<file path="src/roi_binned_histogram_accumulator_unit_defines.svh">
// ----------------------------------------------------------------------------
// ROI histogram accumulator assertion macros
// Concurrent assertion shorthands shared by the RTL that checks itself.
// ----------------------------------------------------------------------------
`ifndef ROI_BINNED_HISTOGRAM_ACCUMULATOR_UNIT_DEFINES_SVH
`define ROI_BINNED_HISTOGRAM_ACCUMULATOR_UNIT_DEFINES_SVH

// Same-cycle implication, disabled while reset is asserted
`define RBHA_ASSERT_NOW(label, clk, rst_n, ante, cons, msg) \
	label: assert property (@(posedge clk) disable iff (!rst_n) (ante) |-> (cons)) \
		else $error(msg);

// Next-cycle implication, disabled while reset is asserted
`define RBHA_ASSERT_NEXT(label, clk, rst_n, ante, cons, msg) \
	label: assert property (@(posedge clk) disable iff (!rst_n) (ante) |=> (cons)) \
		else $error(msg);

`endif

</file>
<file path="src/rbha_pkg.sv">
// ----------------------------------------------------------------------------
// ROI histogram accumulator package
// Sizes, codes and the types that pass between the front, queue and back.
// ----------------------------------------------------------------------------
`default_nettype none

package rbha_pkg;

	// Geometry and storage
	localparam int BINS        = 4096;
	localparam int BIN_W       = $clog2(BINS);
	localparam int ROW_PITCH   = 160;
	localparam int ROWS        = 120;
	localparam int CHANNELS    = 4;
	localparam int CH_W        = 2;
	localparam int COUNT_W     = 32;
	localparam int FRAME_W     = 16;
	localparam int ORIGIN_W    = 15;

	// Command queue depth, a power of two
	localparam int QDEPTH      = 4;
	localparam int QPTR_W      = $clog2(QDEPTH);

	localparam logic [BIN_W-1:0] LAST_BIN = BIN_W'(BINS - 1);

	// Input item kinds
	typedef logic [1:0] kind_t;
	localparam kind_t KIND_SAMPLE = 2'd0;
	localparam kind_t KIND_FRAME  = 2'd1;
	localparam kind_t KIND_READ   = 2'd2;
	localparam kind_t KIND_CLEAR  = 2'd3;

	// Back-end operations
	typedef logic [1:0] op_t;
	localparam op_t OP_SAMPLE = 2'd0;
	localparam op_t OP_FRAME  = 2'd1;
	localparam op_t OP_READ   = 2'd2;
	localparam op_t OP_CLEAR  = 2'd3;

	// Result kinds
	localparam logic RES_FRAME = 1'b0;
	localparam logic RES_READ  = 1'b1;

	// Window size codes
	localparam logic [1:0] MODE_OFF = 2'd3;

	typedef struct packed {
		logic [1:0]                         window_mode;
		logic [FRAME_W-1:0]                 frames_per_histogram;
		logic                               stream_enable;
		logic [CHANNELS-1:0][ORIGIN_W-1:0]  origin;
	} cfg_t;

	typedef struct packed {
		op_t                 op;
		logic [CHANNELS-1:0] mask;
		logic [CH_W-1:0]     channel;
		logic [BIN_W-1:0]    bin;
		logic [FRAME_W-1:0]  frame_number;
		logic                done;
		logic                report;
	} cmd_t;

	typedef struct packed {
		logic full;
		logic empty;
	} qstat_t;

	typedef struct packed {
		logic init_busy;
		logic sweeping;
		logic pop;
	} bstat_t;

endpackage

`default_nettype wire

</file>
<file path="src/rbha_queue.sv">
// ----------------------------------------------------------------------------
// ROI histogram accumulator command queue
// Short FIFO that decouples the front end from the memory back end.
// ----------------------------------------------------------------------------
`default_nettype none

module rbha_queue import rbha_pkg::*; (
	input  wire logic   clk,
	input  wire logic   arst_n,
	input  wire logic   push,
	input  wire cmd_t   push_cmd,
	input  wire logic   pop,
	output cmd_t        head,
	output qstat_t      qstat
);

	cmd_t                entries_q [QDEPTH];
	logic [QPTR_W-1:0]   wr_ptr_q;
	logic [QPTR_W-1:0]   rd_ptr_q;
	logic [QPTR_W:0]     count_q;

	assign qstat.full  = count_q == (QPTR_W + 1)'(QDEPTH);
	assign qstat.empty = count_q == '0;
	assign head        = entries_q[rd_ptr_q];

	// Store pushed commands
	always_ff @(posedge clk) begin
		if (push) begin
			entries_q[wr_ptr_q] <= push_cmd;
		end
	end

	// Move pointers and occupancy
	always_ff @(posedge clk or negedge arst_n) begin
		if (!arst_n) begin
			wr_ptr_q <= '0;
			rd_ptr_q <= '0;
			count_q  <= '0;
		end else begin
			if (push) begin
				wr_ptr_q <= wr_ptr_q + 1'b1;
			end
			if (pop) begin
				rd_ptr_q <= rd_ptr_q + 1'b1;
			end
			count_q <= count_q + (QPTR_W + 1)'(push) - (QPTR_W + 1)'(pop);
		end
	end

endmodule

`default_nettype wire

</file>
<file path="config.mk">
export PLATFORM = sky130hd
export DESIGN_NAME = rbha_queue
export DESIGN_NICKNAME = d
export VERILOG_FILES = /design/src/roi_binned_histogram_accumulator_unit_defines.svh /design/src/rbha_pkg.sv /design/src/rbha_queue.sv
export SDC_FILE = /design/constraint.sdc
export NUM_CORES = 1
export LEC_CHECK = 0
export BUFFER_PORTS_ARGS = -buffer_cell sky130_fd_sc_hd__clkbuf_2
export CAP_MARGIN = 0
export CORE_ASPECT_RATIO = 0.9
export CORE_MARGIN = 1
export CORE_UTILIZATION = 53
export CTS_BUF_LIST = sky130_fd_sc_hd__clkbuf_8
export DETAILED_ROUTE_END_ITERATION = 7
export PLACE_DENSITY = 0.82
export SETUP_SLACK_MARGIN = 0.02
export SLEW_MARGIN = 20
export SYNTH_ARGS = -nofsm -noshare
export SYNTH_HDL_FRONTEND = slang
export SYNTH_SLANG_ARGS = --single-unit
</file>
<file path="constraint.sdc">
create_clock -name clk -period 2.01 [get_ports clk]
set_clock_uncertainty 0.2 [all_clocks]
set_input_delay 0.402 -clock clk [delete_from_list [all_inputs] [get_ports clk]]
set_output_delay 0.402 -clock clk [all_outputs]
set_load 0.02 [all_outputs]
</file>
# Yosys cells after proc, flatten, opt, wreduce, memory -nomap -nowiden
# Memory sizes are Yosys's and may differ from the RTL's.
# Index checks and enable logic that the tools add are counted.
[totals] mem_bits_rw=152 reg_bits=7 wordCells=12 memories=1
[mem_list] memory="entries_q" words=4 width=38 read_ports=1 rd_clocked_by_memory_dff=0 write_ports=1 line_no="rbha_queue.sv:17" source="cmd_t entries_q [QDEPTH];"
[classes] reduce_logical=1 add_sub_neg=4 muxes=2 eq_ne=1
[ops] cell="$add A2 B1 Y2 const B" n=2
[ops] cell="$add A3 B1 Y3" n=1
[ops] cell="$eq A3 B3 Y1 const B" n=1
[ops] cell="$logic_not A3 Y1" n=1
[ops] cell="$sub A3 B1 Y3" n=1
[ops] cell="$mux W1" n=2

# Logic depth before layout (Yosys ltp)
# Gate-level depths: netlist of the first run.
[logic_depth] word_depth=2 mapped_depth=6

# Worst setup path before layout of the first run
# OpenSTA, ideal clock, no wires.
[synth_path] kind="register -> register" startpoint="register wr_ptr_q[0]" endpoint="memory entries_q[0][0] (netlist name), enable pin" path_stages_with_launch=4 period_less_slack_ps=2143 setup_ps=399 path_slack_ps=-133 arrival_time_ps=1544 t_required_ps=1411 path_cell_list="dfrtp_1 -> inv_1 -> ha_1 -> and2_1"
[synth_rtl] item="from (decl)" line_no="rbha_queue.sv:18" source="logic [QPTR_W-1:0] wr_ptr_q;"
[synth_rtl] item="from (signal assigned)" line_no="rbha_queue.sv:41" source="wr_ptr_q <= wr_ptr_q + 1'b1;"
[synth_rtl] item="to (decl)" line_no="rbha_queue.sv:17"
# Straight into the memory's write port.

==> key figures, run 1 <==
Run status
  • Status: complete, but fails checks
  • Failing checks: setup timing

Synth
  • Cell variety after synth: 17
  • Mapped Area: around 0.006 mm²
  • Mapped Avg Cell Area: 25.4 µm²
  • Yosys warns: 0
  • Cells after Synth: ~230
  • Yosys reg bits: about 160
  • Sequential area share after synthesis: 0.801
  • Synthesized Nets: roughly 280

Timing
  • Crit share post-route: 1.19
  • Final hold vios: 0
  • Fin worst setup slack: -376 ps
  • Relative slew slack: 0.761
  • Worst-margin pin slew: approximately 360 ps
  • Setup tns final: -12,640 ps
  • RSZ-0062 raised after global routing: true
  • Max Fclk: 419 MHz
  • Period minus WS final: roughly 2400 ps
  • Setup violations, final: 38
  • Final slew viol count: 0

Setup path
  • R2r endpoint: count_q[2]$_DFF_PN0_
  • Slowest-stage cell, CP: mux4_2
  • Delay-heaviest family, CP: multiplexers
  • CP startpoint kind: register
  • WS Path Type: reg2out
  • WP data required: roughly 1400 ps
  • Start of the worst register-to-register path: count_q[0]$_DFF_PN0_
  • Worst Setup EP: head[17]
  • Crit path depth: 3
  • CP arrival: 1780 ps
  • CP peak stage delay: between 500 and 600 ps
  • CP Cell Sequence: buf_12 -> mux4_2 -> buf_2
  • R2R Setup Slk: about 260 ps
  • CP max FO: 20
  • CP startpoint: rd_ptr_q[0]$_DFFE_PN0P_
  • Critical path buffer and inverter count: 2
  • CP endpoint kind: primary output
  • FF-to-FF path depth: 6

Placed design
  • PortBufs: a little over 80
  • Post-DP HPWL: approximately 6000 µm
  • Placed inst area: ~0.0066 mm²
  • RD Place Congestion: slightly below 0.7

Clock network
  • Worst skew pair latency: approximately 420 ps
  • Root Buffer: clkbuf_8
  • TritonCTS buffer count: 17
  • Clk buf depth: 2
  • # H-tree levels: 4
  • Clk pin slew, worst setup/hold paths: roughly 70 ps
  • CTS tree: yes
  • Post-CTS Setup Inserts: 0
  • Clk sinks: between 150 and 200

Floorplanning
  • Row cnt: 36
  • Die width: approximately 110 µm
  • Core area: 0.0109 mm²
  • I/O pin cnt: 82
  • Die area: approximately 0.012 mm²
  • Die Y: between 100 and 150 µm
  • Starting Density: 0.545

GRT
  • Largest net degree at the start of global routing: 40
  • Grt total ovfl: 0
  • Number of global-route vias before repair: around 2,900
  • Gr usage total: 0.187
  • Antenna violations before repair: 0
  • First-pass GRT wire length: roughly 15,000 µm

Min path
  • Hold Path Origin: pop
  • Min-delay worst type: in2reg

Power and ir drop
  • Sw Ratio: 0.318
  • Max VDD drop: roughly 870 µV
  • Static leakage: around 2.6 nW
  • Switching power: approximately 0.0032 W
  • Comb pwr share: 0.355
  • Clock share of power: 0.199
  • Pwr/cell area: ~1400 mW/mm²
  • Share of power burned in registers: 0.445
  • Final Power: 0.0101 W
  • Int Power: a little under 0.007 W

Route
  • Initial DRC count: 171
  • Vias: ~2,800
  • Vias per inst: between 5 and 6
  • Post-DR wirelength/cell: between 15 and 20 µm
  • Post-Route WL: around 9900 µm
  • Detailed Routing Iterations Pass 1: 6
  • Drc violations: 0
  • Antenna-violating nets left: 0

Final layout
  • Most frequent cells in the layout: edfxtp_1 (152), clkbuf_2 (55), dlygate4sd3_1 (40), mux4_2 (38), buf_2 (22)
  • ANT cells: 0
  • Final instance area: between 0.007 and 0.008 mm²
  • Layout cell share with drive strength beyond 1: 0.423
  • Commonest non-fill, non-tap cell in the layout: edfxtp_1
  • Synth-to-Final Area Change: 24.4%
  • Nets: about 430

Flow run
  • Max-Cap Viols: 0
synth_stat cells:
| cell | count | area share |
|---|---|---|
| buf_2 | 3 | 0.0025 |
| nor3_1 | 1 | 0.00084 |
| xnor2_1 | 2 | 0.0030 |
| ha_1 | 6 | 0.013 |
| inv_1 | 6 | 0.0038 |
| mux4_2 | 38 | 0.14 |
| buf_4 | 1 | 0.0013 |
| and2_1 | 4 | 0.0042 |
| and3_1 | 1 | 0.0011 |
| fa_1 | 1 | 0.0034 |
| o21ai_0 | 1 | 0.00084 |
| buf_6 | 1 | 0.0019 |
| nand2_1 | 2 | 0.0013 |
| edfxtp_1 | 152 | 0.77 |
| buf_12 | 4 | 0.014 |
| xor2_1 | 3 | 0.0044 |
| dfrtp_1 | 7 | 0.030 |
flip-flops by register name (all words and copies together) (netlist names):
register and cells:
rd_ptr_q 2, wr_ptr_q 2, count_q 3, entries_q 152
timing repair:
item,4_1_cts,5_1_grt
gates resized for setup,0,34
endpoints found under the setup margin,38,38
hold buffers,40,0
hold endpoints to repair,160,0
per-stage QoR:
step / utilization / hold WS [ps] / instances / setup slack (ps)
3_5_place_dp: 0.608 / 56.3 / 469 / 63.7
3_3_place_gp: 0.608 / 54.7 / 469 / 61.0
4_1_cts: 0.676 / 32.4 / 540 / -418
2_1_floorplan: - / -93.6 / 233 / 241
6_report: 0.678 / 66.8 / 540 / -376
5_1_grt: 0.678 / 87.0 / 540 / -476
power by group through the flow:
stage / Sequential [W] / Combinational [W] / Clock (W)
after floorplan: 0.00453 / 0.00255 / 0
after global placement: 0.00456 / 0.00351 / 0
after detailed placement: 0.00460 / 0.00354 / 0
after CTS: 0.00453 / 0.00361 / 0.00208
after global routing: 0.00458 / 0.00388 / 0.00221
final: 0.00452 / 0.00360 / 0.00202
cell type report:
type                       count  area, µm²
inverter                       6       22.5
tap                          152        190
fill                         698       3490
clock buffer                  17        234
sequential                   159       4740
multi-input combinational     59       1050
clock inverter                14        106
timing repair buffer         133       1020
worst min-delay path: stages:
cell and delay (ps):
clkbuf_2 120, nand2_1 80, xnor2_1 60
how the worst min path moves through the flow:
stage	end	cells after the start
floorplan	count_q[0]$_DFF_PN0_	0
global placement	count_q[0]$_DFF_PN0_	1
detailed placement	count_q[1]$_DFF_PN0_	1
CTS	rd_ptr_q[1]$_DFFE_PN0P_	3
global route	rd_ptr_q[1]$_DFFE_PN0P_	3
finish	rd_ptr_q[1]$_DFFE_PN0P_	3
cell families after synthesis:
group,after synthesis,share of synthesized area
AOI/OAI and AO/OA,1,0.000845
xor gates and xnor gates,5,0.00740
adders and majority gates,7,0.0161
buffers and inverters,15,0.0230
DFF,159,0.801
muxes,38,0.145
and+or+nand+nor,8,0.00740
metal layers:
metal	global-route usage	routed length, µm
met3	0.0451	390
met2	0.318	5270
met4	0.0881	115
met1	0.232	4160
met5	0	0
No activity file was read; power rests on OpenSTA's default activity.
==> run 2: changes to the inputs <==
--- a/config.mk
+++ b/config.mk
@@ -9,10 +9,10 @@
 export CAP_MARGIN = 0
 export CORE_ASPECT_RATIO = 0.9
 export CORE_MARGIN = 1
-export CORE_UTILIZATION = 53
+export CORE_UTILIZATION = 54
 export CTS_BUF_LIST = sky130_fd_sc_hd__clkbuf_8
 export DETAILED_ROUTE_END_ITERATION = 7
-export PLACE_DENSITY = 0.82
+export PLACE_DENSITY = 0.76
 export SETUP_SLACK_MARGIN = 0.02
 export SLEW_MARGIN = 20
 export SYNTH_ARGS = -nofsm -noshare
==> constraint.sdc (replaced) <==
create_clock -name clk -period 2.9 [get_ports clk]
set_clock_uncertainty 0.2 [all_clocks]
set_input_delay 0.58 -clock clk [delete_from_list [all_inputs] [get_ports clk]]
set_output_delay 0.58 -clock clk [all_outputs]
set_load 0.02 [all_outputs]
==> run 2 against run 1 <==
- the flow now finishes without violations
- critical path depth unchanged
- cell count down 12%
- total power down 31%
- combinational power down 35%
- highest routed layer unchanged
- register-to-register slack better by 830 ps
- sequential power down 31%
- clock power down 24%
- hold slack better by 87 ps
- wire length down 4.8%
- critical path type unchanged
- first-iteration DRC count up 18%
- die area down 1.8%
==> key figures, run 2 (synthesis results as in run 1) <==
Placed design
  • RD Place Congestion: between 0.6 and 0.7
  • PortBufs: 81
  • Post-DP HPWL: roughly 5700 µm

Clock network
  • Root Buffer: clkbuf_8
  • Post-CTS sizing: 0
  • Clk pin slew, worst setup/hold paths: 80 ps
  • Clk buf depth: 2
  • # H-tree levels: 4
  • TritonCTS buffer count: 17
  • Worst skew pair latency: around 440 ps
  • Clk sinks: 159
  • CTS tree: yes

Power and ir drop
  • Max VDD drop: 652 µV
  • Share of power burned in registers: 0.446
  • Sw Ratio: 0.322
  • Int Power: between 0.004 and 0.005 W
  • Comb pwr share: 0.335
  • Clock share of power: 0.219
  • Switching power: roughly 0.0023 W
  • Pwr/cell area: roughly 1000 mW/mm²
  • Static leakage: 2.42 nW

Route
  • Vias per inst: 5.55
  • Initial DRC count: 202
  • Post-Route WL: approximately 9500 µm
  • Drc violations: 0
  • Vias: between 2,000 and 3,000
  • Antenna-violating nets left: 0
  • Post-DR wirelength/cell: approximately 20 µm
  • Detailed Routing Iterations Pass 1: 4

Floorplanning
  • Row cnt: 35
  • I/O pin cnt: 82
  • Die Y: between 100 and 150 µm
  • Die width: 112 µm
  • Die area: around 0.011 mm²
  • Starting Density: 0.566
  • Core area: ~0.010 mm²

GRT
  • Number of global-route vias before repair: roughly 2,700
  • Largest net degree at the start of global routing: 39
  • Antenna violations before repair: 0
  • First-pass GRT wire length: 14,400 µm
  • Gr usage total: 0.183
  • Grt total ovfl: 0

Timing
  • Hold Slack: between 150 and 200 ps
  • Max Fclk: between 300 and 400 MHz
  • Relative slew slack: 0.617
  • Final slew viol count: 0
  • Setup tns final: 0 ps
  • Period minus WS final: around 2700 ps
  • Crit share post-route: 0.914
  • Final hold vios: 0
  • Setup violations, final: 0
  • RSZ-0062 raised after global routing: false
  • Worst-margin pin slew: 575 ps

Final layout
  • Area occupied by multi-input gates: 0.00105 mm²
  • Most flop-heavy register: entries_q
  • Layout cell share with drive strength beyond 1: 0.468
  • Flip-flop and latch area: roughly 0.0047 mm²
  • Synth-to-Final Area Change: 16.2%
  • Largest register FFs: 152
  • Nets: 382
  • Largest regs: entries_q: 152 flops, count_q: 3 flops
  • Fillers: a little under 700
  • ANT cells: 0
  • Most frequent cells in the layout: edfxtp_1 (152), clkbuf_2 (81), mux4_2 (38), clkbuf_8 (17), inv_1 (7)
  • Commonest non-fill, non-tap cell in the layout: edfxtp_1

Setup path
  • WS Path Type: reg2out
  • CP max FO: 13
  • CP endpoint kind: primary output
  • R2R Setup Slk: ~1100 ps
  • CP startpoint kind: register
  • FF-to-FF path depth: 4
  • CP arrival: 1870 ps
  • R2r endpoint: entries_q[2][5]$_DFFE_PP_
  • Start of the worst register-to-register path: wr_ptr_q[0]$_DFFE_PN0P_
  • WP data required: roughly 2100 ps

Min path
  • Hold EP: entries_q[1][20]$_DFFE_PP_
  • Min-delay worst type: in2reg
  • Hold Path Origin: push_cmd[20]
  • Hold depth: 1

Flow run
  • Max-Cap Viols: 0

Run status
  • Status: finished clean
run 2: how the worst max path moves through the flow:
stage	to	cells after the start	slack [ps]	from
3_3_place_gp	head[0]	3	700	rd_ptr_q[0]$_DFFE_PN0P_
3_5_place_dp	head[0]	3	680	rd_ptr_q[0]$_DFFE_PN0P_
2_1_floorplan	entries_q[0][0]$_DFFE_PP_	3	760	wr_ptr_q[0]$_DFFE_PN0P_
5_1_grt	head[0]	3	140	rd_ptr_q[0]$_DFFE_PN0P_
4_1_cts	head[0]	3	190	rd_ptr_q[0]$_DFFE_PN0P_
6_report	head[0]	3	250	rd_ptr_q[0]$_DFFE_PN0P_
run 2: routing by layer:
metal | GRT usage | routed length [µm] | up-vias
met4 | 0.0646 | 102 | 0
met1 | 0.247 | 4300 | 1346
met3 | 0.0766 | 596 | 11
met5 | 0 | 0 | -
li1 | - | - | 1181
met2 | 0.272 | 4460 | 98
run 2: layout make-up:
class / instances / area share
sequential: 159 / 0.689
multi-input combinational: 59 / 0.152
timing repair buffer: 90 / 0.0764
clock buffer: 17 / 0.0340
tap: 129 / 0.0235
clock inverter: 15 / 0.0213
inverter: 6 / 0.00327
run 2: power groups by stage:
| stage | Sequential (W) | Clock, W | Combinational, W |
|---|---|---|---|
| 2_1_floorplan | 0.00315 | 0 | 0.00176 |
| 3_3_place_gp | 0.00316 | 0 | 0.00235 |
| 3_5_place_dp | 0.00318 | 0 | 0.00238 |
| 4_1_cts | 0.00313 | 0.00158 | 0.00239 |
| 5_1_grt | 0.00316 | 0.00167 | 0.00251 |
| 6_report | 0.00313 | 0.00154 | 0.00234 |
run 2: through the flow:
step           cells  cell area (µm²)  utilization  setup WS (ps)  total power [W]
2_1_floorplan    233             5920            -            757          0.00491
3_3_place_gp     442             6490        0.620            705          0.00550
3_5_place_dp     442             6490        0.620            684          0.00557
4_1_cts          475             6880        0.657            188          0.00710
5_1_grt          475             6880        0.657            144          0.00734
6_report         475             6880        0.657            248          0.00700
run 2: critical path: stages (launching register included):
cell	delay (ps)
dfrtp_2	390
buf_4	290
mux4_2	580
clkbuf_2	180
run 2: repair_timing:
item                                   in CTS  in global routing
hold buffers                                1                  0
endpoints found under the hold margin       7                  0
buffers inserted                            0                  0
