--- src/roi_binned_histogram_accumulator_unit_defines.svh ---
// ----------------------------------------------------------------------------
// ROI histogram accumulator assertion macros
// Concurrent assertion shorthands shared by the RTL that checks itself.
// ----------------------------------------------------------------------------
`ifndef ROI_BINNED_HISTOGRAM_ACCUMULATOR_UNIT_DEFINES_SVH
`define ROI_BINNED_HISTOGRAM_ACCUMULATOR_UNIT_DEFINES_SVH

// Same-cycle implication, disabled while reset is asserted
`define RBHA_ASSERT_NOW(label, clk, rst_n, ante, cons, msg) \
	label: assert property (@(posedge clk) disable iff (!rst_n) (ante) |-> (cons)) \
		else $error(msg);

// Next-cycle implication, disabled while reset is asserted
`define RBHA_ASSERT_NEXT(label, clk, rst_n, ante, cons, msg) \
	label: assert property (@(posedge clk) disable iff (!rst_n) (ante) |=> (cons)) \
		else $error(msg);

`endif

--- src/rbha_pkg.sv ---
// ----------------------------------------------------------------------------
// ROI histogram accumulator package
// Sizes, codes and the types that pass between the front, queue and back.
// ----------------------------------------------------------------------------
`default_nettype none

package rbha_pkg;

	// Geometry and storage
	localparam int BINS        = 4096;
	localparam int BIN_W       = $clog2(BINS);
	localparam int ROW_PITCH   = 160;
	localparam int ROWS        = 120;
	localparam int CHANNELS    = 4;
	localparam int CH_W        = 2;
	localparam int COUNT_W     = 32;
	localparam int FRAME_W     = 16;
	localparam int ORIGIN_W    = 15;

	// Command queue depth, a power of two
	localparam int QDEPTH      = 4;
	localparam int QPTR_W      = $clog2(QDEPTH);

	localparam logic [BIN_W-1:0] LAST_BIN = BIN_W'(BINS - 1);

	// Input item kinds
	typedef logic [1:0] kind_t;
	localparam kind_t KIND_SAMPLE = 2'd0;
	localparam kind_t KIND_FRAME  = 2'd1;
	localparam kind_t KIND_READ   = 2'd2;
	localparam kind_t KIND_CLEAR  = 2'd3;

	// Back-end operations
	typedef logic [1:0] op_t;
	localparam op_t OP_SAMPLE = 2'd0;
	localparam op_t OP_FRAME  = 2'd1;
	localparam op_t OP_READ   = 2'd2;
	localparam op_t OP_CLEAR  = 2'd3;

	// Result kinds
	localparam logic RES_FRAME = 1'b0;
	localparam logic RES_READ  = 1'b1;

	// Window size codes
	localparam logic [1:0] MODE_OFF = 2'd3;

	typedef struct packed {
		logic [1:0]                         window_mode;
		logic [FRAME_W-1:0]                 frames_per_histogram;
		logic                               stream_enable;
		logic [CHANNELS-1:0][ORIGIN_W-1:0]  origin;
	} cfg_t;

	typedef struct packed {
		op_t                 op;
		logic [CHANNELS-1:0] mask;
		logic [CH_W-1:0]     channel;
		logic [BIN_W-1:0]    bin;
		logic [FRAME_W-1:0]  frame_number;
		logic                done;
		logic                report;
	} cmd_t;

	typedef struct packed {
		logic full;
		logic empty;
	} qstat_t;

	typedef struct packed {
		logic init_busy;
		logic sweeping;
		logic pop;
	} bstat_t;

endpackage

`default_nettype wire

--- src/rbha_front.sv ---
// ----------------------------------------------------------------------------
// ROI histogram accumulator front end
// Accepts input items, matches samples against the channel windows, keeps the
// frame counter and queues one command per item that has an effect.
// ----------------------------------------------------------------------------
`default_nettype none

module rbha_front import rbha_pkg::*; (
	input  wire logic                 clk,
	input  wire logic                 arst_n,
	input  wire cfg_t                 cfg,
	input  wire logic                 in_valid,
	output logic                      in_ready,
	input  wire logic [1:0]           kind,
	input  wire logic [6:0]           pixel_row,
	input  wire logic [7:0]           pixel_col,
	input  wire logic [11:0]          sample_value,
	input  wire logic [1:0]           read_channel,
	input  wire logic [11:0]          read_bin,
	input  wire qstat_t               qstat,
	input  wire bstat_t               bstat,
	output logic                      q_push,
	output cmd_t                      q_cmd
);

	logic [FRAME_W-1:0]  frame_cnt_q;
	logic [FRAME_W-1:0]  frame_next;
	logic                frame_done;
	logic                accept;
	logic                need_push;
	logic [2:0]          size;
	logic [CHANNELS-1:0] hit;
	logic                on_sensor;

	// Take items while the queue has room and the reset clear is finished
	assign in_ready = !qstat.full && !bstat.init_busy;
	assign accept   = in_valid && in_ready;
	assign q_push   = accept && need_push;

	// Window match for every channel
	always_comb begin
		logic [6:0] orow;
		logic [7:0] ocol;
		logic [7:0] row_end;
		logic [8:0] col_end;
		size      = 3'd1 << cfg.window_mode;
		on_sensor = ({1'b0, pixel_row} < 8'(ROWS)) && ({1'b0, pixel_col} < 9'(ROW_PITCH));
		for (int ch = 0; ch < CHANNELS; ch++) begin
			orow    = cfg.origin[ch][14:8];
			ocol    = cfg.origin[ch][7:0];
			row_end = {1'b0, orow} + 8'(size);
			col_end = {1'b0, ocol} + 9'(size);
			hit[ch] = (cfg.window_mode != MODE_OFF) && on_sensor
				&& (col_end <= 9'(ROW_PITCH)) && (row_end <= 8'(ROWS))
				&& (pixel_row >= orow) && ({1'b0, pixel_row} < row_end)
				&& (pixel_col >= ocol) && ({1'b0, pixel_col} < col_end);
		end
	end

	assign frame_next = frame_cnt_q + 1'b1;
	assign frame_done = frame_next >= cfg.frames_per_histogram;

	// Classify the item into a back-end command
	always_comb begin
		q_cmd              = '0;
		q_cmd.bin          = sample_value[BIN_W-1:0];
		q_cmd.mask         = hit;
		need_push          = 1'b0;
		unique case (kind)
			KIND_SAMPLE: begin
				q_cmd.op  = OP_SAMPLE;
				need_push = |hit;
			end
			KIND_FRAME: begin
				q_cmd.op           = frame_done ? OP_CLEAR : OP_FRAME;
				q_cmd.mask         = '0;
				q_cmd.frame_number = frame_next;
				q_cmd.done         = frame_done;
				q_cmd.report       = cfg.stream_enable;
				need_push          = frame_done || cfg.stream_enable;
			end
			KIND_READ: begin
				q_cmd.op      = OP_READ;
				q_cmd.mask    = '0;
				q_cmd.channel = read_channel;
				q_cmd.bin     = read_bin[BIN_W-1:0];
				need_push     = 1'b1;
			end
			default: begin
				q_cmd.op   = OP_CLEAR;
				q_cmd.mask = '0;
				need_push  = 1'b1;
			end
		endcase
	end

	// Advance or clear the frame counter
	always_ff @(posedge clk or negedge arst_n) begin
		if (!arst_n) begin
			frame_cnt_q <= '0;
		end else if (accept) begin
			if (kind == KIND_FRAME) begin
				frame_cnt_q <= frame_done ? '0 : frame_next;
			end else if (kind == KIND_CLEAR) begin
				frame_cnt_q <= '0;
			end
		end
	end

endmodule

`default_nettype wire

--- config.mk ---
export PLATFORM = sky130hd
export DESIGN_NAME = rbha_front
export DESIGN_NICKNAME = d
export VERILOG_FILES = /design/src/roi_binned_histogram_accumulator_unit_defines.svh /design/src/rbha_pkg.sv /design/src/rbha_front.sv
export SDC_FILE = /design/constraint.sdc
export NUM_CORES = 1
export LEC_CHECK = 0
export CAP_MARGIN = 20
export CORE_ASPECT_RATIO = 1.2
export CORE_MARGIN = 5
export CORE_UTILIZATION = 55
export DETAILED_ROUTE_END_ITERATION = 12
export DONT_BUFFER_PORTS = 1
export HOLD_SLACK_MARGIN = 0.03
export PLACE_DENSITY_LB_ADDON = 0.1
export RECOVER_POWER = 25
export SYNTH_ARGS = -nofsm -noshare
export SYNTH_HDL_FRONTEND = slang
export SYNTH_SLANG_ARGS = --single-unit
--- constraint.sdc ---
create_clock -name clk -period 10.8 [get_ports clk]
set_input_delay 1.08 -clock clk [delete_from_list [all_inputs] [get_ports clk]]
set_output_delay 1.08 -clock clk [all_outputs]
set_load 0.005 [all_outputs]
After elaboration in Yosys (flattened, before gate mapping)
Cells that the tools add are included.
{"block": "word_totals", "regBits": 16, "inputBits": 130, "output_inout_bits": 40, "wordCells": 87}
{"block": "classes", "n_addsub": 9, "n_lt_le_gt_ge": 27, "n_eq_ne": 4, "n_shift": 1, "n_mux": 9, "n_reduce_logical": 36}
{"operator": "16-bit two-way mux", "count": 3}
{"operator": "8-bit by 3-bit adder with 9-bit output", "count": 4}
{"operator": "9-bit by 8-bit <= comparator with 1-bit output (second input constant)", "count": 4}
{"operator": "8-bit by 9-bit < comparator with 1-bit output", "count": 4}
{"operator": "7-bit by 3-bit adder with 8-bit output", "count": 4}
{"operator": "8-bit >= comparator", "count": 4}
{"operator": "8-bit by 7-bit <= comparator with 1-bit output (second input constant)", "count": 4}
{"operator": "7-bit by 8-bit < comparator with 1-bit output", "count": 4}
{"operator": "1-bit logical AND", "count": 29}
{"operator": "7-bit >= comparator", "count": 4}
{"operator": "18-bit two-way mux", "count": 1}
{"operator": "16-bit by 1-bit adder with 16-bit output (second input constant)", "count": 1}
{"operator": "16-bit >= comparator", "count": 1}
{"operator": "14-bit two-way mux", "count": 1}
{"operator": "8-bit < comparator (second input constant)", "count": 1}
{"operator": "7-bit < comparator (second input constant)", "count": 1}
{"operator": "2-bit one-hot mux with 3 select lines", "count": 1}
{"operator": "2-bit equality test (second input constant)", "count": 2}
{"operator": "4-bit two-way mux", "count": 1}
{"operator": "4-bit OR reduction", "count": 1}
{"operator": "1-bit by 2-bit << shifter with 3-bit output (first input constant)", "count": 1}
{"operator": "2-bit by 1-bit equality test with 1-bit output (second input constant)", "count": 1}
{"operator": "1-bit zero test", "count": 2}
{"operator": "2-bit zero test", "count": 1}
{"operator": "other kinds (6)", "count": 6}

Depth between registers and ports, before layout
Gate-level depths: netlist of the first run.
{"block": "depth", "word_depth": 12, "ltp_mapped": 18, "depth_no_buf": 16}

Worst setup path before layout of the first run
Ideal clock, no wire load.
{"block": "synth_timing", "path_kind": "input port to output port", "from": "in cfg[77] in the netlist's numbering", "to": "out q_push", "arrival_ps": 4730, "required_time_ps": 9720, "path_slack_ps": 4990, "cell_stages": 16, "n_path_buf": 2, "path_cell_list": "buf_2 buf_2 nor2_1 ha_1 ha_1 a211oi_1 or3_1 nor3_1 xnor2_1 ha_1 a2111oi_0 and3_1 nand3_1 or4_1 a211o_1 a31oi_1"}
{"block": "synth_between", "elab_chain_len": 12, "elab_cells_between_ends": 54, "classes_between": "8 x add/sub; 16 x order compare; 1 x eq/ne; 1 x shift; 1 x mux; 27 x reduce/logical"}
{"element": "start: declaration", "line_no": "rbha_front.sv:11", "rtl": "input wire cfg_t cfg,"}
{"element": "1-bit by 2-bit << shifter with 3-bit output", "line_no": "rbha_front.sv:46", "rtl": "size = 3'd1 << cfg.window_mode;"}
{"element": "8-bit by 3-bit adder with 9-bit output", "line_no": "rbha_front.sv:52", "rtl": "col_end = {1'b0, ocol} + 9'(size);"}
{"element": "9-bit by 8-bit <= comparator with 1-bit output", "line_no": "rbha_front.sv:54", "rtl": "&& (col_end <= 9'(ROW_PITCH)) && (row_end <= 8'(ROWS))"}
{"element": "1-bit logical AND (2 in series)", "line_no": "rbha_front.sv:54"}
{"element": "1-bit logical AND (2 in series)", "line_no": "rbha_front.sv:55", "rtl": "&& (pixel_row >= orow) && ({1'b0, pixel_row} < row_end)"}
{"element": "1-bit logical AND (2 in series)", "line_no": "rbha_front.sv:56", "rtl": "&& (pixel_col >= ocol) && ({1'b0, pixel_col} < col_end);"}
{"element": "4-bit OR reduction (*)", "line_no": "rbha_front.sv:72", "rtl": "need_push = |hit;"}
{"element": "1-bit one-hot mux with 2 select lines (*)", "line_no": "rbha_front.sv:69", "rtl": "unique case (kind)"}
{"element": "1-bit logical AND (*)", "line_no": "rbha_front.sv:38", "rtl": "assign q_push = accept && need_push;"}
{"element": "end: declaration", "line_no": "rbha_front.sv:22", "rtl": "output logic q_push,"}
Mark *: on every way between the ends. The rest lies on a longest branch, timed or not.

Worst setup path in the final report of the first run
{"block": "layout_timing", "from": "in cfg[78] in the netlist's numbering", "to": "out q_push"}
Same word-level chain as after synthesis.

==> flow_summary.toml, run 1 <==
[floorplanning]
die_w_um = 105.5
die_h_um = 124.6
io_pins = 170
initial_core_util = 0.5671
rows = 41
core_area_um2 = 10620
die_area_um2 = 13150

[place]
port_buffers = 0
dp_hpwl_mm = 14.71
gp_congestion = 0.8937
place_inst = 905

[pwr]
p_per_area_nw_per_um2 = 56.92
power.leakage_nw = 3.114
power_frac_comb = 0.583
ir_worst_vdd_mv = 0.06801
clockPowerShare = 0.229
p_int_mw = 0.2155
seqPwrFrac = 0.188
swShare = 0.3909
power_switching_mw = 0.1383

[timing]
grt_setup_unrepaired = "no"
relSlewSlack = 0.3153
final-hold-violation-count = 0
tns_ns = 0
finalCritPeriodShare = 0.5997
fin_crit_ns = 6.477
slew_violations = 0
max_freq_mhz = 154.4
setup_viol = 0
worst_slew_pin_slew_ns = 1.025
clock_skew_ns = 0.002035

[setup_path]
cp.required_ns = 9.72
cp.arrival_ns = 5.40
worstPathMaxFanout = 17
rr_worst_depth = 17
path_class = "in2out"
endpoint_kind = "primary output"
r2r-end = "frame_cnt_q[13]$_DFFE_PN0P_"
startpoint_type = "input pin"
r2r_slack_ns = 6.99
r2r_start = "frame_cnt_q[2]$_DFFE_PN0P_"

[hold_path]
hold_class = "in2async"

[final_layout]
regMostFlops = "frame_cnt_q"
largestRegisters = "frame_cnt_q x16"
fin_cells = 910
layout_common_cells = "ha_1 (145), inv_1 (90), a21oi_1 (60)"
largest_reg_flops = 16
final_nets = 1057
n_antenna_cell = 0
fillers = 1009
area_growth_pct = 3.241
layout-drive-gt1-share = 0.04866
final_common_cell = "ha_1"

[routing]
drcViolationCount = 0
wl_per_cell_um = 19.00
post_drt_via_cell_ratio = 6.433
drtIter0Drc = 247
finalWirelength_mm = 17.29
dr.pass1.iters = 5
ant_nets = 0
vias = 5854

[cts]
h-tree-depth = 1
numCtsBuffers = 3
clock-sinks = 16
clk_pin_slew_ns = 0.05
cts_setup_buffers = 0
root_buffer = "clkbuf_16"
tritoncts = "yes"
cts_hold_buf = 0
clk_latency_ns = 0.25
clk_path_buf_depth = 2
post_cts_resized = 0

[global_route]
overflow = 0
globalRouteTotalUtil = 0.2520
grt_pass1_wl_mm = 27.79
grt_pass1_vias = 5995
grt_max_degree = 25
antenna_found_initial = 0

[yosys]
async_reset_ff_frac = 1.000
syn_area_per_cell_um2 = 7.632
ys_seq_area_frac = 0.06649
synth_edf_count = 0
syn-cell-area_um2 = 6022
synth.distinct_cells = 61
synth_top_flop_cell = "dfrtp_1"
syn_inst = 789
yosysWarnings = 0
synth-seq-cells = 16
synth_nets = 1064

[job]
cap_violations = 0

[status]
status = "complete, no violations"
==> per-layer routing <==
layer	GRT usage	part of all wire	vias up
li1	-	-	2879
met1	0.2640	0.38	2731
met2	0.4921	0.52	201
met3	0.04199	0.066	43
met4	0.09223	0.031	0
met5	0	0	-
==> stage by stage <==
| step | hold WS, ns | area (µm²) | total power [mW] | setup slack [ns] | utilization |
|---|---|---|---|---|---|
| after floorplan | 0.4774 | 6022 | 0.2326 | 4.990 | - |
| after global routing | 0.5143 | 6217 | 0.3888 | 3.983 | 0.5855 |
| after detailed placement | 0.5021 | 6121 | 0.2735 | 4.351 | 0.5764 |
| after global placement | 0.4958 | 6121 | 0.2635 | 4.427 | 0.5764 |
| final | 0.5220 | 6217 | 0.3539 | 4.323 | 0.5855 |
| after CTS | 0.5141 | 6210 | 0.3563 | 4.332 | 0.5848 |
==> power groups by stage <==
stage,Combinational [mW],Sequential (mW),Clock (mW)
after global placement,0.196,0.0671,0
after global routing,0.236,0.0673,0.0851
final,0.206,0.0666,0.0809
after detailed placement,0.206,0.0675,0
after CTS,0.207,0.0665,0.0824
after floorplan,0.166,0.0664,0
==> cells by family after synthesis <==
kind of cell,count (synthesis),synth area share
AO/OA/AOI/OAI,227,0.2502
AND/OR/NAND/NOR,219,0.1949
adder cells (fa/ha/maj),149,0.3081
buffers and inverters,106,0.07064
XOR/XNOR,60,0.08726
flip-flops,16,0.06649
multiplexers,12,0.02244
==> cell type report <==
class                   instances  area (µm²)  area share
clock buffers                   4       88.84     0.01429
inverters                      90       337.8     0.05434
multi-input cells             667        5199      0.8362
flip-flops and latches         16       400.4     0.06440
well taps                     129       161.4     0.02596
repair buffers                  4       30.03    0.004830
==> synth_stat cells, types with 7 or more instances <==
cell	n	area, µm²
nor4_1	10	62.56
nor3_1	12	60.06
nand4_1	10	62.56
o221ai_1	8	70.07
ha_1	145	1814
mux2_2	12	135.1
clkbuf_1	8	30.03
dfrtp_1	16	400.4
a211oi_1	22	165.2
a21oi_1	60	300.3
and2_1	13	81.33
and3_1	12	75.07
o2111ai_1	7	61.31
inv_1	90	337.8
nand2_1	45	168.9
xor2_1	11	96.34
a21o_1	36	270.3
o21ai_0	46	230.2
nor2_1	44	165.2
nand2b_1	21	131.4
nand3_1	17	85.08
xnor2_1	49	429.2
==> worst max-delay path, cell delays in order <==
cell      delay (ns)
nor2_1          0.74
ha_1            0.39
ha_1            0.28
o21ai_0         0.14
nor4_1          0.35
xnor2_1         0.22
ha_1            0.30
a211oi_1        0.21
nand3_1         0.09
or4b_1          0.48
a211oi_1        0.18
nor4b_2         0.45
a31oi_1         0.13
a31oi_1         0.37
==> how the worst max path moves through the flow <==
stage	from	to	slack, ns	depth (start not counted)
after floorplan	cfg[77]	q_push	4.99	16
after global placement	cfg[78]	q_push	4.43	14
after detailed placement	cfg[78]	q_push	4.35	14
after CTS	cfg[78]	q_push	4.33	14
after global routing	cfg[77]	q_push	3.98	16
final	cfg[78]	q_push	4.32	14
(Power assumes the default switching activity.)
==> run 2: changes to the inputs <==
- clock period: 10.8 -> 5.95 ns (I/O delays scaled with it)
==> flow_summary.toml, run 2 (synthesis gave the netlist of run 1 again) <==
[global_route]
grt_pass1_wl_mm = 28.48
overflow = 0
grt_max_degree = 25
antenna_found_initial = 0
grt_pass1_vias = 6223
globalRouteTotalUtil = 0.2570

[timing]
clock_skew_ns = 0.001879
slew_violations = 0
tns_ns = 0
worst_slew_pin_slew_ns = 1.018
relSlewSlack = 0.3202
final-hold-violation-count = 0
max_freq_mhz = 193.1
setup_viol = 0
grt_setup_unrepaired = "no"
finalCritPeriodShare = 0.8705
fin_crit_ns = 5.179

[routing]
vias = 5840
dr.pass1.iters = 5
wl_per_cell_um = 19.17
ant_nets = 0
post_drt_via_cell_ratio = 6.411
drcViolationCount = 0
drtIter0Drc = 283
finalWirelength_mm = 17.46

[setup_path]
worstPathCellList = "nor2_1 > buf_4 > ha_1 > ha_1 > a21oi_2 > nor4_1 > nor2_1 > ha_1 > a21o_1 > a22oi_1 > nand3_1 > or4b_1 > a211oi_1 > nor4b_2 > a31oi_1 > a31oi_1"
worstPathMaxFanout = 17
cp.arrival_ns = 4.58
endpoint_kind = "primary output"
cp_common_cell = "ha_1"
cp.required_ns = 5.36
critical_path.max_stage_delay_ns = 0.48
cp_slowest_cell = "or4b_1"
path_class = "in2out"
startpoint_type = "input pin"

[floorplanning]
core_area_um2 = 10620
die_h_um = 124.6
rows = 41
die_area_um2 = 13150
initial_core_util = 0.5671
io_pins = 170
die_w_um = 105.5

[pwr]
power.leakage_nw = 3.117
power_mw = 0.6298
p_per_area_nw_per_um2 = 101.3
ir_worst_vdd_mv = 0.1496

[place]
gp_congestion = 0.9075
port_buffers = 0
dp_hpwl_mm = 14.88

[final_layout]
area_growth_pct = 3.262
regMostFlops = "frame_cnt_q"
largest_reg_flops = 16
layout_common_cells = "ha_1 (145), inv_1 (90), a21oi_1 (60)"
final_util = 0.5856
final_nets = 1059
n_antenna_cell = 0
layout-drive-gt1-share = 0.04987
final_common_cell = "ha_1"
largestRegisters = "frame_cnt_q x16"

[cts]
clk_latency_ns = 0.25
h-tree-depth = 1
tritoncts = "yes"
clk_path_buf_depth = 2
clock-sinks = 16
clk_pin_slew_ns = 0.05
cts_setup_buffers = 0
post_cts_resized = 0
numCtsBuffers = 3
root_buffer = "clkbuf_16"
cts_hold_buf = 0

[job]
cap_violations = 0

[hold_path]
hold_class = "in2async"

[status]
status = "complete, no violations"
==> run 2: cell count changes in the layout (fill, tap and decap cells not counted), sizes merged <==
cell,previous run,this run
buf,4,6
clkbuf,4,3
==> run 2: metal layers <==
| layer | global-route usage | share of wire | vias to the layer above | wire, µm |
|---|---|---|---|---|
| li1 | - | - | 2879 | - |
| met5 | 0 | 0 | - | 0 |
| met1 | 0.2750 | 0.38 | 2716 | 6670 |
| met3 | 0.03318 | 0.061 | 49 | 1062 |
| met4 | 0.08994 | 0.031 | 0 | 539 |
| met2 | 0.5041 | 0.53 | 196 | 9189 |
==> run 2: critical path: cells and delay by family <==
kind,cells,cell delay (ns)
AO/OA/AOI/OAI,6,1.14
AND/OR/NAND/NOR,6,1.82
adder cells (fa/ha/maj),3,0.79
buffers and inverters,1,0.24
==> run 2: final timing paths <==
kind                                            startpoint                     endpoint  slack, ns  cells after the start
worst max-delay path                               cfg[78]                       q_push       0.77                     16
worst min-delay path                                arst_n  frame_cnt_q[12]$_DFFE_PN0P_       0.04                      0
worst max register to register  frame_cnt_q[2]$_DFFE_PN0P_  frame_cnt_q[15]$_DFFE_PN0P_       2.22                     17
worst min register to register  frame_cnt_q[9]$_DFFE_PN0P_   frame_cnt_q[9]$_DFFE_PN0P_       0.53                      2
max in group asynchronous                           arst_n   frame_cnt_q[3]$_DFFE_PN0P_       5.84                      0
min in group clk                frame_cnt_q[9]$_DFFE_PN0P_   frame_cnt_q[9]$_DFFE_PN0P_       0.53                      2
==> run 2: per-stage QoR <==
| stage | cells | setup slack (ns) | hold WS (ns) | instance area, µm² |
|---|---|---|---|---|
| 3_5_place_dp | 907 | 0.7882 | 0.2999 | 6136 |
| 5_1_grt | 911 | 0.3818 | 0.03377 | 6218 |
| 3_3_place_gp | 907 | 0.9553 | 0.2999 | 6136 |
| 6_report | 911 | 0.7708 | 0.03759 | 6218 |
| 2_1_floorplan | 789 | 1.110 | 0.2994 | 6022 |
| 4_1_cts | 910 | 0.7832 | 0.03918 | 6211 |
==> run 2: where the power goes <==
group | switching [mW] | internal [mW]
Sequential | 0.00698 | 0.114
Combinational | 0.201 | 0.176
Clock | 0.0436 | 0.0884
Total | 0.251 | 0.379
==> run 2: cell type report <==
class                           count  area (µm²)
Sequential cell                    16       400.4
Clock buffer                        3       75.07
Multi-Input combinational cell    667        5199
Inverter                           90       337.8
Timing Repair Buffer                6       45.04
Fill cell                        1007        4400
Tap cell                          129       161.4
